`config.mk`:
```
export PLATFORM = sky130hd
export DESIGN_NAME = sbus_frame_receiver
export DESIGN_NICKNAME = d
export VERILOG_FILES = /design/src/rtl/core/sbus_pkg.sv /design/src/rtl/core/sbus_ram.sv /design/src/rtl/core/sbus_frame_receiver.sv
export SDC_FILE = /design/constraint.sdc
export NUM_CORES = 1
export LEC_CHECK = 0
export BUFFER_PORTS_ARGS = -buffer_cell sky130_fd_sc_hd__buf_2
export CAP_MARGIN = 15
export CORE_ASPECT_RATIO = 1.1
export CORE_MARGIN = 2
export CORE_UTILIZATION = 47
export DETAILED_ROUTE_END_ITERATION = 8
export PLACE_DENSITY = 0.71
export RECOVER_POWER = 50
export SYNTH_ARGS = -nofsm -noshare
export SYNTH_HDL_FRONTEND = slang
export SYNTH_SLANG_ARGS = --single-unit
```
`constraint.sdc`:
```
create_clock -name i_clk -period 6.7 [get_ports i_clk]
set_input_delay 1.005 -clock i_clk [delete_from_list [all_inputs] [get_ports i_clk]]
set_output_delay 1.005 -clock i_clk [all_outputs]
set_load 0.05 [all_outputs]
```
`src/rtl/core/sbus_pkg.sv`:
```
// Shared types and constants for the serial remote-control frame receiver.
// No dependencies; imported by the frame receiver, the checker and the testbench top.
package sbus_pkg;

    // Frame layout
    localparam int FRAME_BYTES  = 25;
    localparam int FRAME_ADDR_W = $clog2(FRAME_BYTES);
    localparam int CHANNELS     = 16;
    localparam int CH_BITS      = 11;

    localparam logic [7:0] START_BYTE   = 8'h0F;
    localparam logic [7:0] END_BYTE     = 8'h00;
    localparam logic [FRAME_ADDR_W-1:0] FLAG_ADDR = FRAME_ADDR_W'(23);
    localparam logic [FRAME_ADDR_W-1:0] LAST_ADDR = FRAME_ADDR_W'(FRAME_BYTES - 1);
    localparam int FAILSAFE_POS = 3;
    localparam logic [CH_BITS-1:0] CH_MASK = 11'h7FF;
    localparam logic [15:0] GOOD_MAX = 16'hFFFF;

    // Configuration register indexes and reset values
    localparam int CFG_IDX_W = 2;
    localparam int CFG_DATA_W = 16;
    localparam logic [CFG_IDX_W-1:0] CFG_TICK_INC  = 2'd0;
    localparam logic [CFG_IDX_W-1:0] CFG_WIN_LIMIT = 2'd1;
    localparam logic [CFG_IDX_W-1:0] CFG_MIN_FRAMES = 2'd2;
    localparam logic [9:0]  TICK_INC_RST  = 10'd10;
    localparam logic [15:0] WIN_LIMIT_RST = 16'd1000;
    localparam logic [7:0]  MIN_FRAMES_RST = 8'd5;

    // Item kinds
    localparam logic MODE_BYTE = 1'b0;
    localparam logic MODE_TICK = 1'b1;
    localparam logic KIND_CHANNEL = 1'b0;
    localparam logic KIND_TICK    = 1'b1;

    typedef struct packed {
        logic       mode;
        logic [7:0] byte_value;
    } t_in_item;

    typedef struct packed {
        logic        kind;
        logic [3:0]  channel_index;
        logic [10:0] channel_value;
        logic [7:0]  frame_flags;
        logic        receiver_failsafe;
        logic        signal_lost;
        logic        window_end;
        logic        last;
    } t_out_item;

    typedef enum logic [2:0] {
        ST_IN,
        ST_FLAG_RD,
        ST_FLAG_CAP,
        ST_RD,
        ST_EMIT
    } t_state;

endpackage

```
`src/rtl/core/sbus_ram.sv`:
```
// Generic simple dual-port RAM: one write port, one read port, registered read.
// No dependencies.
module sbus_ram #(
    parameter int WIDTH = 8,
    parameter int DEPTH = 32
) (
    input  logic                     i_clk,
    input  logic                     i_we,
    input  logic [$clog2(DEPTH)-1:0] i_waddr,
    input  logic [WIDTH-1:0]         i_wdata,
    input  logic [$clog2(DEPTH)-1:0] i_raddr,
    output logic [WIDTH-1:0]         o_rdata
);

    logic [WIDTH-1:0] r_mem [DEPTH];
    logic [WIDTH-1:0] r_rdata;

    // Write and registered read
    always_ff @(posedge i_clk) begin
        if (i_we) begin
            r_mem[i_waddr] <= i_wdata;
        end
        r_rdata <= r_mem[i_raddr];
    end

    assign o_rdata = r_rdata;

endmodule

```
`src/rtl/core/sbus_frame_receiver.sv`:
```
// Serial frame receiver: byte and tick items in, channel and tick status beats out.
// A tick beat is registered and shown in the cycle after its item is taken. After a
// good frame's final byte the flag byte is read, then each channel's three bytes come
// through the frame RAM's single read port, and its beat waits while the output stalls.
// Reset is synchronous, active low: control registers to defaults, lost flag set; the
// frame RAM and the payload registers are not cleared.
module sbus_frame_receiver (
    input  logic                           i_clk,
    input  logic                           i_rst_n,
    input  logic                           i_in_valid,
    output logic                           o_in_stall,
    input  sbus_pkg::t_in_item             i_in_data,
    output logic                           o_out_valid,
    input  logic                           i_out_stall,
    output sbus_pkg::t_out_item            o_out_data,
    input  logic                           i_cfg_we,
    input  logic [sbus_pkg::CFG_IDX_W-1:0] i_cfg_index,
    input  logic [sbus_pkg::CFG_DATA_W-1:0] i_cfg_data
);

    import sbus_pkg::*;

    t_state r_state, n_state;
    logic [FRAME_ADDR_W-1:0] r_fill, n_fill;
    logic [15:0] r_good, n_good;
    logic [15:0] r_window, n_window;
    logic        r_lost, n_lost;
    logic [9:0]  r_tick_inc;
    logic [15:0] r_win_limit;
    logic [7:0]  r_min_frames;
    logic [3:0]  r_ch, n_ch;
    logic [1:0]  r_k, n_k;
    logic [23:0] r_word, n_word;
    logic [7:0]  r_flags, n_flags;
    logic        r_out_valid, n_out_valid;
    t_out_item   r_out, n_out;

    logic                    ram_we;
    logic [FRAME_ADDR_W-1:0] ram_raddr;
    logic [7:0]              ram_rdata;

    logic        out_free;
    logic        in_accept;
    logic [7:0]  bitpos;
    logic [FRAME_ADDR_W-1:0] base;
    logic [16:0] tick_sum;
    logic        ch_last;

    sbus_ram #(
        .WIDTH (8),
        .DEPTH (FRAME_BYTES)
    ) u_frame_ram (
        .i_clk   (i_clk),
        .i_we    (ram_we),
        .i_waddr (r_fill),
        .i_wdata (i_in_data.byte_value),
        .i_raddr (ram_raddr),
        .o_rdata (ram_rdata)
    );

    // Handshake helpers
    assign out_free   = !r_out_valid || !i_out_stall;
    assign o_in_stall = !((r_state == ST_IN) && out_free);
    assign in_accept  = i_in_valid && !o_in_stall;

    // Channel bit position and first byte of its window
    assign bitpos   = 8'(r_ch) * 8'd11;
    assign base     = FRAME_ADDR_W'(1) + FRAME_ADDR_W'(bitpos >> 3);
    assign tick_sum = {1'b0, r_window} + {7'b0, r_tick_inc};
    assign ch_last  = (r_ch == 4'(CHANNELS - 1));

    // Next state, datapath and RAM control
    always_comb begin
        n_state     = r_state;
        n_fill      = r_fill;
        n_good      = r_good;
        n_window    = r_window;
        n_lost      = r_lost;
        n_ch        = r_ch;
        n_k         = r_k;
        n_word      = r_word;
        n_flags     = r_flags;
        n_out       = r_out;
        n_out_valid = r_out_valid && i_out_stall;
        ram_we      = 1'b0;
        ram_raddr   = FLAG_ADDR;

        case (r_state)
            ST_IN: begin
                if (in_accept) begin
                    if (i_in_data.mode == MODE_TICK) begin
                        // Advance window timer; close window on overrun
                        n_out = '0;
                        n_out.kind = KIND_TICK;
                        n_out.last = 1'b1;
                        if (tick_sum > {1'b0, r_win_limit}) begin
                            n_window = '0;
                            n_lost   = (r_good <= {8'b0, r_min_frames});
                            n_good   = '0;
                            n_out.window_end  = 1'b1;
                            n_out.signal_lost = (r_good <= {8'b0, r_min_frames});
                        end else begin
                            n_window = tick_sum[15:0];
                            n_out.signal_lost = r_lost;
                        end
                        n_out_valid = 1'b1;
                    end else if (!(r_fill == '0 && i_in_data.byte_value != START_BYTE)) begin
                        // Store byte; on the last one check the end byte
                        ram_we = 1'b1;
                        if (r_fill == LAST_ADDR) begin
                            n_fill = '0;
                            if (i_in_data.byte_value == END_BYTE) begin
                                n_state = ST_FLAG_RD;
                            end
                        end else begin
                            n_fill = r_fill + FRAME_ADDR_W'(1);
                        end
                    end
                end
            end
            ST_FLAG_RD: begin
                ram_raddr = FLAG_ADDR;
                n_state   = ST_FLAG_CAP;
            end
            ST_FLAG_CAP: begin
                // Hold flag byte and count the frame if not in failsafe
                n_flags = ram_rdata;
                if (!ram_rdata[FAILSAFE_POS] && r_good != GOOD_MAX) begin
                    n_good = r_good + 16'd1;
                end
                n_ch    = '0;
                n_k     = '0;
                n_state = ST_RD;
            end
            ST_RD: begin
                // Issue byte k, capture byte k-1
                ram_raddr = base + FRAME_ADDR_W'(r_k);
                case (r_k)
                    2'd1:    n_word[7:0]   = ram_rdata;
                    2'd2:    n_word[15:8]  = ram_rdata;
                    2'd3:    n_word[23:16] = ram_rdata;
                    default: n_word        = r_word;
                endcase
                n_k = r_k + 2'd1;
                if (r_k == 2'd3) begin
                    n_state = ST_EMIT;
                end
            end
            ST_EMIT: begin
                if (out_free) begin
                    n_out.kind              = KIND_CHANNEL;
                    n_out.channel_index     = r_ch;
                    n_out.channel_value     = 11'(r_word >> bitpos[2:0]) & CH_MASK;
                    n_out.frame_flags       = r_flags;
                    n_out.receiver_failsafe = r_flags[FAILSAFE_POS];
                    n_out.signal_lost       = r_lost;
                    n_out.window_end        = 1'b0;
                    n_out.last              = ch_last;
                    n_out_valid             = 1'b1;
                    n_k = '0;
                    if (ch_last) begin
                        n_state = ST_IN;
                    end else begin
                        n_ch    = r_ch + 4'd1;
                        n_state = ST_RD;
                    end
                end
            end
            default: begin
                n_state = ST_IN;
            end
        endcase
    end

    // State register
    always_ff @(posedge i_clk) begin
        if (!i_rst_n) begin
            r_state     <= ST_IN;
            r_fill      <= '0;
            r_good      <= '0;
            r_window    <= '0;
            r_lost      <= 1'b1;
            r_ch        <= '0;
            r_k         <= '0;
            r_out_valid <= 1'b0;
        end else begin
            r_state     <= n_state;
            r_fill      <= n_fill;
            r_good      <= n_good;
            r_window    <= n_window;
            r_lost      <= n_lost;
            r_ch        <= n_ch;
            r_k         <= n_k;
            r_out_valid <= n_out_valid;
        end
    end

    // Payload registers
    always_ff @(posedge i_clk) begin
        r_word  <= n_word;
        r_flags <= n_flags;
        r_out   <= n_out;
    end

    // Configuration registers
    always_ff @(posedge i_clk) begin
        if (!i_rst_n) begin
            r_tick_inc   <= TICK_INC_RST;
            r_win_limit  <= WIN_LIMIT_RST;
            r_min_frames <= MIN_FRAMES_RST;
        end else if (i_cfg_we) begin
            case (i_cfg_index)
                CFG_TICK_INC:   r_tick_inc   <= i_cfg_data[9:0];
                CFG_WIN_LIMIT:  r_win_limit  <= i_cfg_data;
                CFG_MIN_FRAMES: r_min_frames <= i_cfg_data[7:0];
                default: ;
            endcase
        end
    end

    assign o_out_valid = r_out_valid;
    assign o_out_data  = r_out;

    // Fill position stays inside the frame
    a_fill_range: assert property (@(posedge i_clk) disable iff (!i_rst_n)
        r_fill <= LAST_ADDR)
        else $error("fill position beyond frame");

    // A byte on the last position wraps the fill position
    a_fill_wrap: assert property (@(posedge i_clk) disable iff (!i_rst_n)
        (in_accept && i_in_data.mode == MODE_BYTE && r_fill == LAST_ADDR) |=> r_fill == '0)
        else $error("fill position did not wrap");

    // The last channel beat returns the receiver to taking items
    a_emit_done: assert property (@(posedge i_clk) disable iff (!i_rst_n)
        (r_state == ST_EMIT && out_free && ch_last) |=> (r_state == ST_IN && o_out_data.last))
        else $error("frame emission did not finish");

endmodule

```
## After elaboration in Yosys (flattened, before gate mapping)

Memory sizes are Yosys's and may differ from the RTL's. A register that Yosys moved wholly into a read port is not among the register bits.
Index checks and enable logic that the tools add are counted.

| storage, ports and cells | value |
|---|---|
| word-level logic and storage cells | 130 |
| memory bits (writable) | 200 |
| memories | 1 |
| input port bits | 32 |
| flip-flop bits (word level) | 142 |

| cells by class | value |
|---|---|
| $add $sub $neg | 7 |
| bitwise operators | 2 |
| eq/ne operators | 24 |
| $mul | 1 |
| order comparisons | 2 |
| shift-type cells | 1 |
| muxes and demuxes | 38 |
| reduce and logical (&&, ||, !) cells | 31 |

Memories:

| name | depth | width | rd ports | clocked after memory_dff | write ports | line | text |
|---|---|---|---|---|---|---|---|
| u_frame_ram.r_mem | 25 | 8 | 1 | 1 | 1 | sbus_ram.sv:15 | `logic [WIDTH-1:0] r_mem [DEPTH];` |

Operators by type and width:

| kind | count |
|---|---|
| two-way mux 28 bit | 3 |
| two-way mux 16 bit | 5 |
| case mux 28 bit (2 select lines) | 1 |
| case mux 16 bit (2 select lines) | 1 |
| >> shifter 24 x 3 -> 11 bit | 1 |
| two-way mux 3 bit | 7 |
| adder 16 x 10 -> 17 bit | 1 |
| > comparator 17 x 16 -> 1 bit | 1 |
| adder 16 x 1 -> 16 bit (second input constant) | 1 |
| less-or-equal comparator 16 x 8 -> 1 bit | 1 |
| inequality test 16 bit (second input constant) | 1 |
| inequality test 2 bit (second input constant) | 8 |
| case mux 3 bit (5 select lines) | 1 |
| AND reduction 2 bit | 7 |
| two-way mux 1 bit | 11 |
| two-way mux 5 bit | 2 |
| logical NOT 8 bit | 1 |
| multiplier 4 x 4 -> 8 bit (second input constant) | 1 |
| two-way mux 4 bit | 2 |
| inequality test 8 x 4 -> 1 bit (second input constant) | 1 |
| case mux 4 bit (2 select lines) | 1 |
| AND reduction 4 bit | 2 |
| AND reduction 7 bit | 1 |
| equality test 2 bit (second input constant) | 3 |
| other kinds (26) | 42 |

## Logic depth before layout (Yosys ltp)

| depth | value |
|---|---|
| depth in word-level cells | 8 |
| mapped depth | 18 |

## By module

A second synthesis with hierarchy kept.

| second synthesis, totals | value |
|---|---|
| cells, all modules | 1212 |
| area, all modules | 15384.8 µm² |

By module, submodules not included:

| module | times used | area each (µm²) | cells each |
|---|---|---|---|
| sbus_ram | 1 | 8097.8 | 460 |
| sbus_frame_receiver | 1 | 7287.0 | 752 |

## Least setup slack after synthesis

OpenSTA, ideal clock, no wires.

| timing | value |
|---|---|
| kind | reg-to-reg |
| start point | reg r_window[0] |
| end point | reg r_out, in the netlist o_out_data[2] (data pin) |
| slack | 2911 ps |
| buffers on the path | 0 |
| library setup time | 260 ps |
| cell stages (with the launch flop) | 17 |
| arrival time | 3530 ps |
| path through | dfxtp_1 > ha_1 > inv_1 > fa_1 > nor2b_1 > o31a_1 > o21ai_2 > a21oi_2 > nand3_1 > xnor2_1 > ha_1 > nand2_1 > or3_1 > o211ai_1 > a32oi_4 > nor2_1 > mux2_2 |

RTL lines:

| what | line | text |
|---|---|---|
| from (decl) | sbus_frame_receiver.sv:26 | `logic [15:0] r_window, n_window;` |
| from (signal assigned) | sbus_frame_receiver.sv:190 | `r_window <= n_window;` |
| to (signal assigned) | sbus_frame_receiver.sv:202 | `r_out <= n_out;` |
| to (decl) | sbus_frame_receiver.sv:36 | `t_out_item r_out, n_out;` |

## Worst setup path after layout

| timing | value |
|---|---|
| start point | reg r_ch[2] |
| end point | reg u_frame_ram.r_rdata[5] (netlist: u_frame_ram.o_rdata[5]), read port of u_frame_ram.r_mem |

| between the ends | value |
|---|---|
| longest elaborated chain between the ends | 4 |

Ends and longest elaborated chain:

| what | line | text |
|---|---|---|
| from (decl) | sbus_frame_receiver.sv:31 | `logic [3:0] r_ch, n_ch;` |
| from (signal assigned) | sbus_frame_receiver.sv:192 | `r_ch <= n_ch;` |
| multiplier 4 x 4 -> 8 bit | sbus_frame_receiver.sv:67 | `assign bitpos = 8'(r_ch) * 8'd11;` |
| adder 1 x 5 -> 5 bit | sbus_frame_receiver.sv:68 | `assign base = FRAME_ADDR_W'(1) + FRAME_ADDR_W'(bitpos >> 3);` |
| adder 5 x 2 -> 5 bit | sbus_frame_receiver.sv:137 | `ram_raddr = base + FRAME_ADDR_W'(r_k);` |
| two-way mux 5 bit | sbus_frame_receiver.sv:88 | `case (r_state)` |
| to (decl) | sbus_ram.sv:16 | `logic [WIDTH-1:0] r_rdata;` |

Every way passes these cells.
A chain may end at the register's enable or synchronous reset.

==> results.yml <==
run_status:
  run_status: "complete, but fails checks"
  violations: "capacitance limit, slew limit"
sta:
  fmax_mhz: 210
  slew_headroom_pct: -29.7
  maxSlewViolCount: 92
  finalCritPeriodShare_pct: 71.1
  post-route-min-period_ns: 4.76
  finalSetupViolations: 0
  rsz0062_at_grt: "false"
  hold_violations: 0
  tightest_slew_ns: 1.95
  setup_tns_ns: 0
  finClkSkew_ns: 0.0264
synth:
  synthArstFlopShare_pct: 0
  synth_edf_count: 253
  synth_fa_ha_area_share_pct: 4.84
  ys_ff_latch: 343
  syn-num-nets: 1391
  synth_area_leader_cell: "edfxtp_1"
  synth_xor_area_share_pct: 1.11
  synth_cell_type_count: 83
  synth_top_family_by_area: "simple AND/OR/NAND/NOR gates"
  syn_area_sq_um: 15700
  ys_top_cells_by_area: "edfxtp_1, dfxtp_1, mux2i_1"
  yosysSeqAreaShare_pct: 59.8
  synthMuxAreaShare_pct: 7.06
  synth_simple_gate_area_share_pct: 13.2
  ys.flop_type: "edfxtp_1"
  synth_top_area_share_pct: 48.4
  yosysWarnings: 0
  syn_inst: 1300
  synth_compound_area_share_pct: 10.9
  syn_area_per_cell_sq_um: 12.1
pwr:
  p_clk_share_pct: 43.5
  pwr-share-comb_pct: 3.4
  vdd_drop_max_uv: 208
  intPower_uw: 3400
  powerDensity_nw_per_um2: 249
  swShare_pct: 21.6
  power.leakage_uw: 0.00610
  power.switching_uw: 933
  seq_power_share_pct: 53.0
die:
  num_rows: 70
  die_w_um: 178
  die_h_um: 196
  ios: 62
  start_util_pct: 47.5
  core_sq_um: 33100
  die_area_sq_um: 34900
cts:
  cts.clk_slew.worst_paths_ns: 0.06
  cts_tree: "built"
  clkSinkCount: 343
  h-tree-depth: 2
  post_cts_buffers: 0
  cts_made_buffers: 37
  cts_root_buffer: "clkbuf_16"
  cts_resized: 0
  clock_path_buffers: 3
  clk_latency_ns: 0.54
  holdBufCountCts: 0
critical_path:
  start_kind: "flop"
  arrival_ns: 5.21
  cp_top_family: "adder cells"
  critPathBufInv: 3
  worst-endpoint-required_ns: 7.15
  slowest_stage: "nor2_8"
  worstPathCellList: "ha_1 -> ha_1 -> inv_1 -> fa_1 -> ha_2 -> buf_4 -> inv_1 -> nor2_8 -> mux2i_1 -> a211oi_1 -> a31oi_1 -> mux2_2 -> o22ai_1"
  path_class: "flop to flop"
  critPathMaxFanout: 53
  cpPeakStageDelay_ns: 0.75
  critPathCaptureType: "flop"
grt:
  antenna_found_initial: 0
  grt_pass1_vias: 10100
  grt_max_degree: 54
  grt_overflow: 0
  grt_usage_pct: 20.0
  grt_pass1_wl_mm: 54.7
placement:
  placed_area_sq_um: 16300
  portBuffers: 61
  place_congestion: 0.843
  hpwl_mm: 22.6
drt:
  first_pass_iters: 5
  wire_per_inst_um: 19.2
  num_vias: 10400
  viasPerCell: 5.75
  ant_nets: 0
  drtIter0Drc: 1062
  drcViolationCount: 0
  routed_wl_mm: 34.7
cells_and_area:
  syn_to_final_growth_pct: 10.6
  stdcell_area_sq_um: 17400
  fillerInstances: 2785
  diodes: 0
  fin_nets: 1437
  drive_above_1_share_pct: 9.55
flow_run:
  cap_viol_max_count: 3
min_path:
  hold_class: "flop to flop"
cells in the final DEF (no fill, tap or decap), types with 9 or more instances in the layout:
cell / netlist / routed
mux2_2: 13 / 13
a21oi_1: 54 / 54
nand3b_1: 11 / 11
a31oi_1: 29 / 29
nor2_1: 100 / 100
mux4_2: 9 / 9
and3_1: 23 / 23
clkbuf_16: 0 / 38
dfxtp_1: 90 / 90
o22ai_1: 11 / 11
o211ai_1: 9 / 9
edfxtp_1: 253 / 253
ha_1: 56 / 55
clkinv_1: 1 / 9
a211oi_1: 38 / 38
clkbuf_1: 31 / 49
xnor2_1: 12 / 12
o21ai_0: 34 / 34
o21a_1: 9 / 9
nand4_1: 10 / 10
a22o_1: 10 / 10
buf_2: 18 / 23
nand2_1: 143 / 143
mux2i_1: 76 / 76
nor2b_1: 21 / 21
inv_1: 49 / 49
nand3_1: 47 / 46
synth_stat cells (8+ instances only):
library cell / instances
edfxtp_1: 253
nand2_1: 143
nor2_1: 100
dfxtp_1: 90
mux2i_1: 76
ha_1: 56
a21oi_1: 54
inv_1: 49
nand3_1: 47
a211oi_1: 38
o21ai_0: 34
clkbuf_1: 31
a31oi_1: 29
and3_1: 23
nor2b_1: 21
buf_2: 18
mux2_2: 13
xnor2_1: 12
nand3b_1: 11
o22ai_1: 11
a22o_1: 10
nand4_1: 10
mux4_2: 9
o211ai_1: 9
o21a_1: 9
a21o_1: 8
xor2_1: 8
state kept, by name, indices dropped and copies added, names as in the netlist, 10 cells and up:
signal             cells
o_out_data            27
r_win_limit           16
r_tick_inc            10
r_window              16
r_word                18
u_frame_ram.r_mem    200
r_good                16
final timing paths:
check,start,end,slack [ns],depth (start not counted)
max,r_ch[2],u_frame_ram.o_rdata[5],1.94,13
min,r_win_limit[14],r_win_limit[14],0.46,2
max reg2reg,r_ch[2],u_frame_ram.o_rdata[5],1.94,13
min reg2reg,r_win_limit[14],r_win_limit[14],0.46,2
layout make-up:
type | instances | area, sq um | area share, %
Clock buffer | 48 | 1010 | 5.80
Multi-Input combinational cell | 845 | 5830 | 33.6
Timing Repair Buffer | 69 | 307 | 1.76
Tap cell | 432 | 541 | 3.11
Sequential cell | 343 | 9400 | 54.1
Inverter | 50 | 188 | 1.08
Clock inverter | 17 | 108 | 0.619
worst min-delay path, cell delays in order (launching register included):
cell	delay (ns)
dfxtp_1	0.31
nand2_1	0.05
a21oi_1	0.05
cells by family (layout without fill, tap and decap cells):
kind of cell / Yosys count / after routing
mux: 98 / 98
buf+inv: 112 / 184
simple gates: 420 / 420
compound gates: 248 / 248
flops: 343 / 343
fa+ha+maj: 59 / 59
xor+xnor: 20 / 20
per-layer routing:
| metal | global-route usage, % | vias up | part of all wire (%) |
|---|---|---|---|
| met4 | 6.81 | 0 | 2.7 |
| met1 | 26.4 | 5068 | 43 |
| met3 | 2.87 | 73 | 4.9 |
| met2 | 33.8 | 291 | 49 |
| li1 | - | 4940 | - |
| met5 | 0 | - | 0 |
through the flow:
step | worst slack (ns) | hold WS, ns | total power, uW | utilization, % | cells
after floorplan | 2.91 | 0.421 | 2430 | - | 1300
after global placement | 2.19 | 0.443 | 2490 | 49.3 | 1739
after detailed placement | 2.07 | 0.445 | 2490 | 49.3 | 1739
after CTS | 1.98 | 0.457 | 4360 | 52.7 | 1804
after global routing | 1.55 | 0.478 | 4460 | 52.5 | 1804
final | 1.94 | 0.456 | 4330 | 52.5 | 1804
power groups by stage:
stage               combinational (uW)  clock [uW]  sequential (uW)
floorplan                         70.1           0             2360
global placement                   148           0             2340
detailed placement                 152           0             2340
CTS                                153        1910             2290
global route                       163        2000             2300
finish                             148        1880             2300
Note: power is estimated with default switching activity, not from simulation.
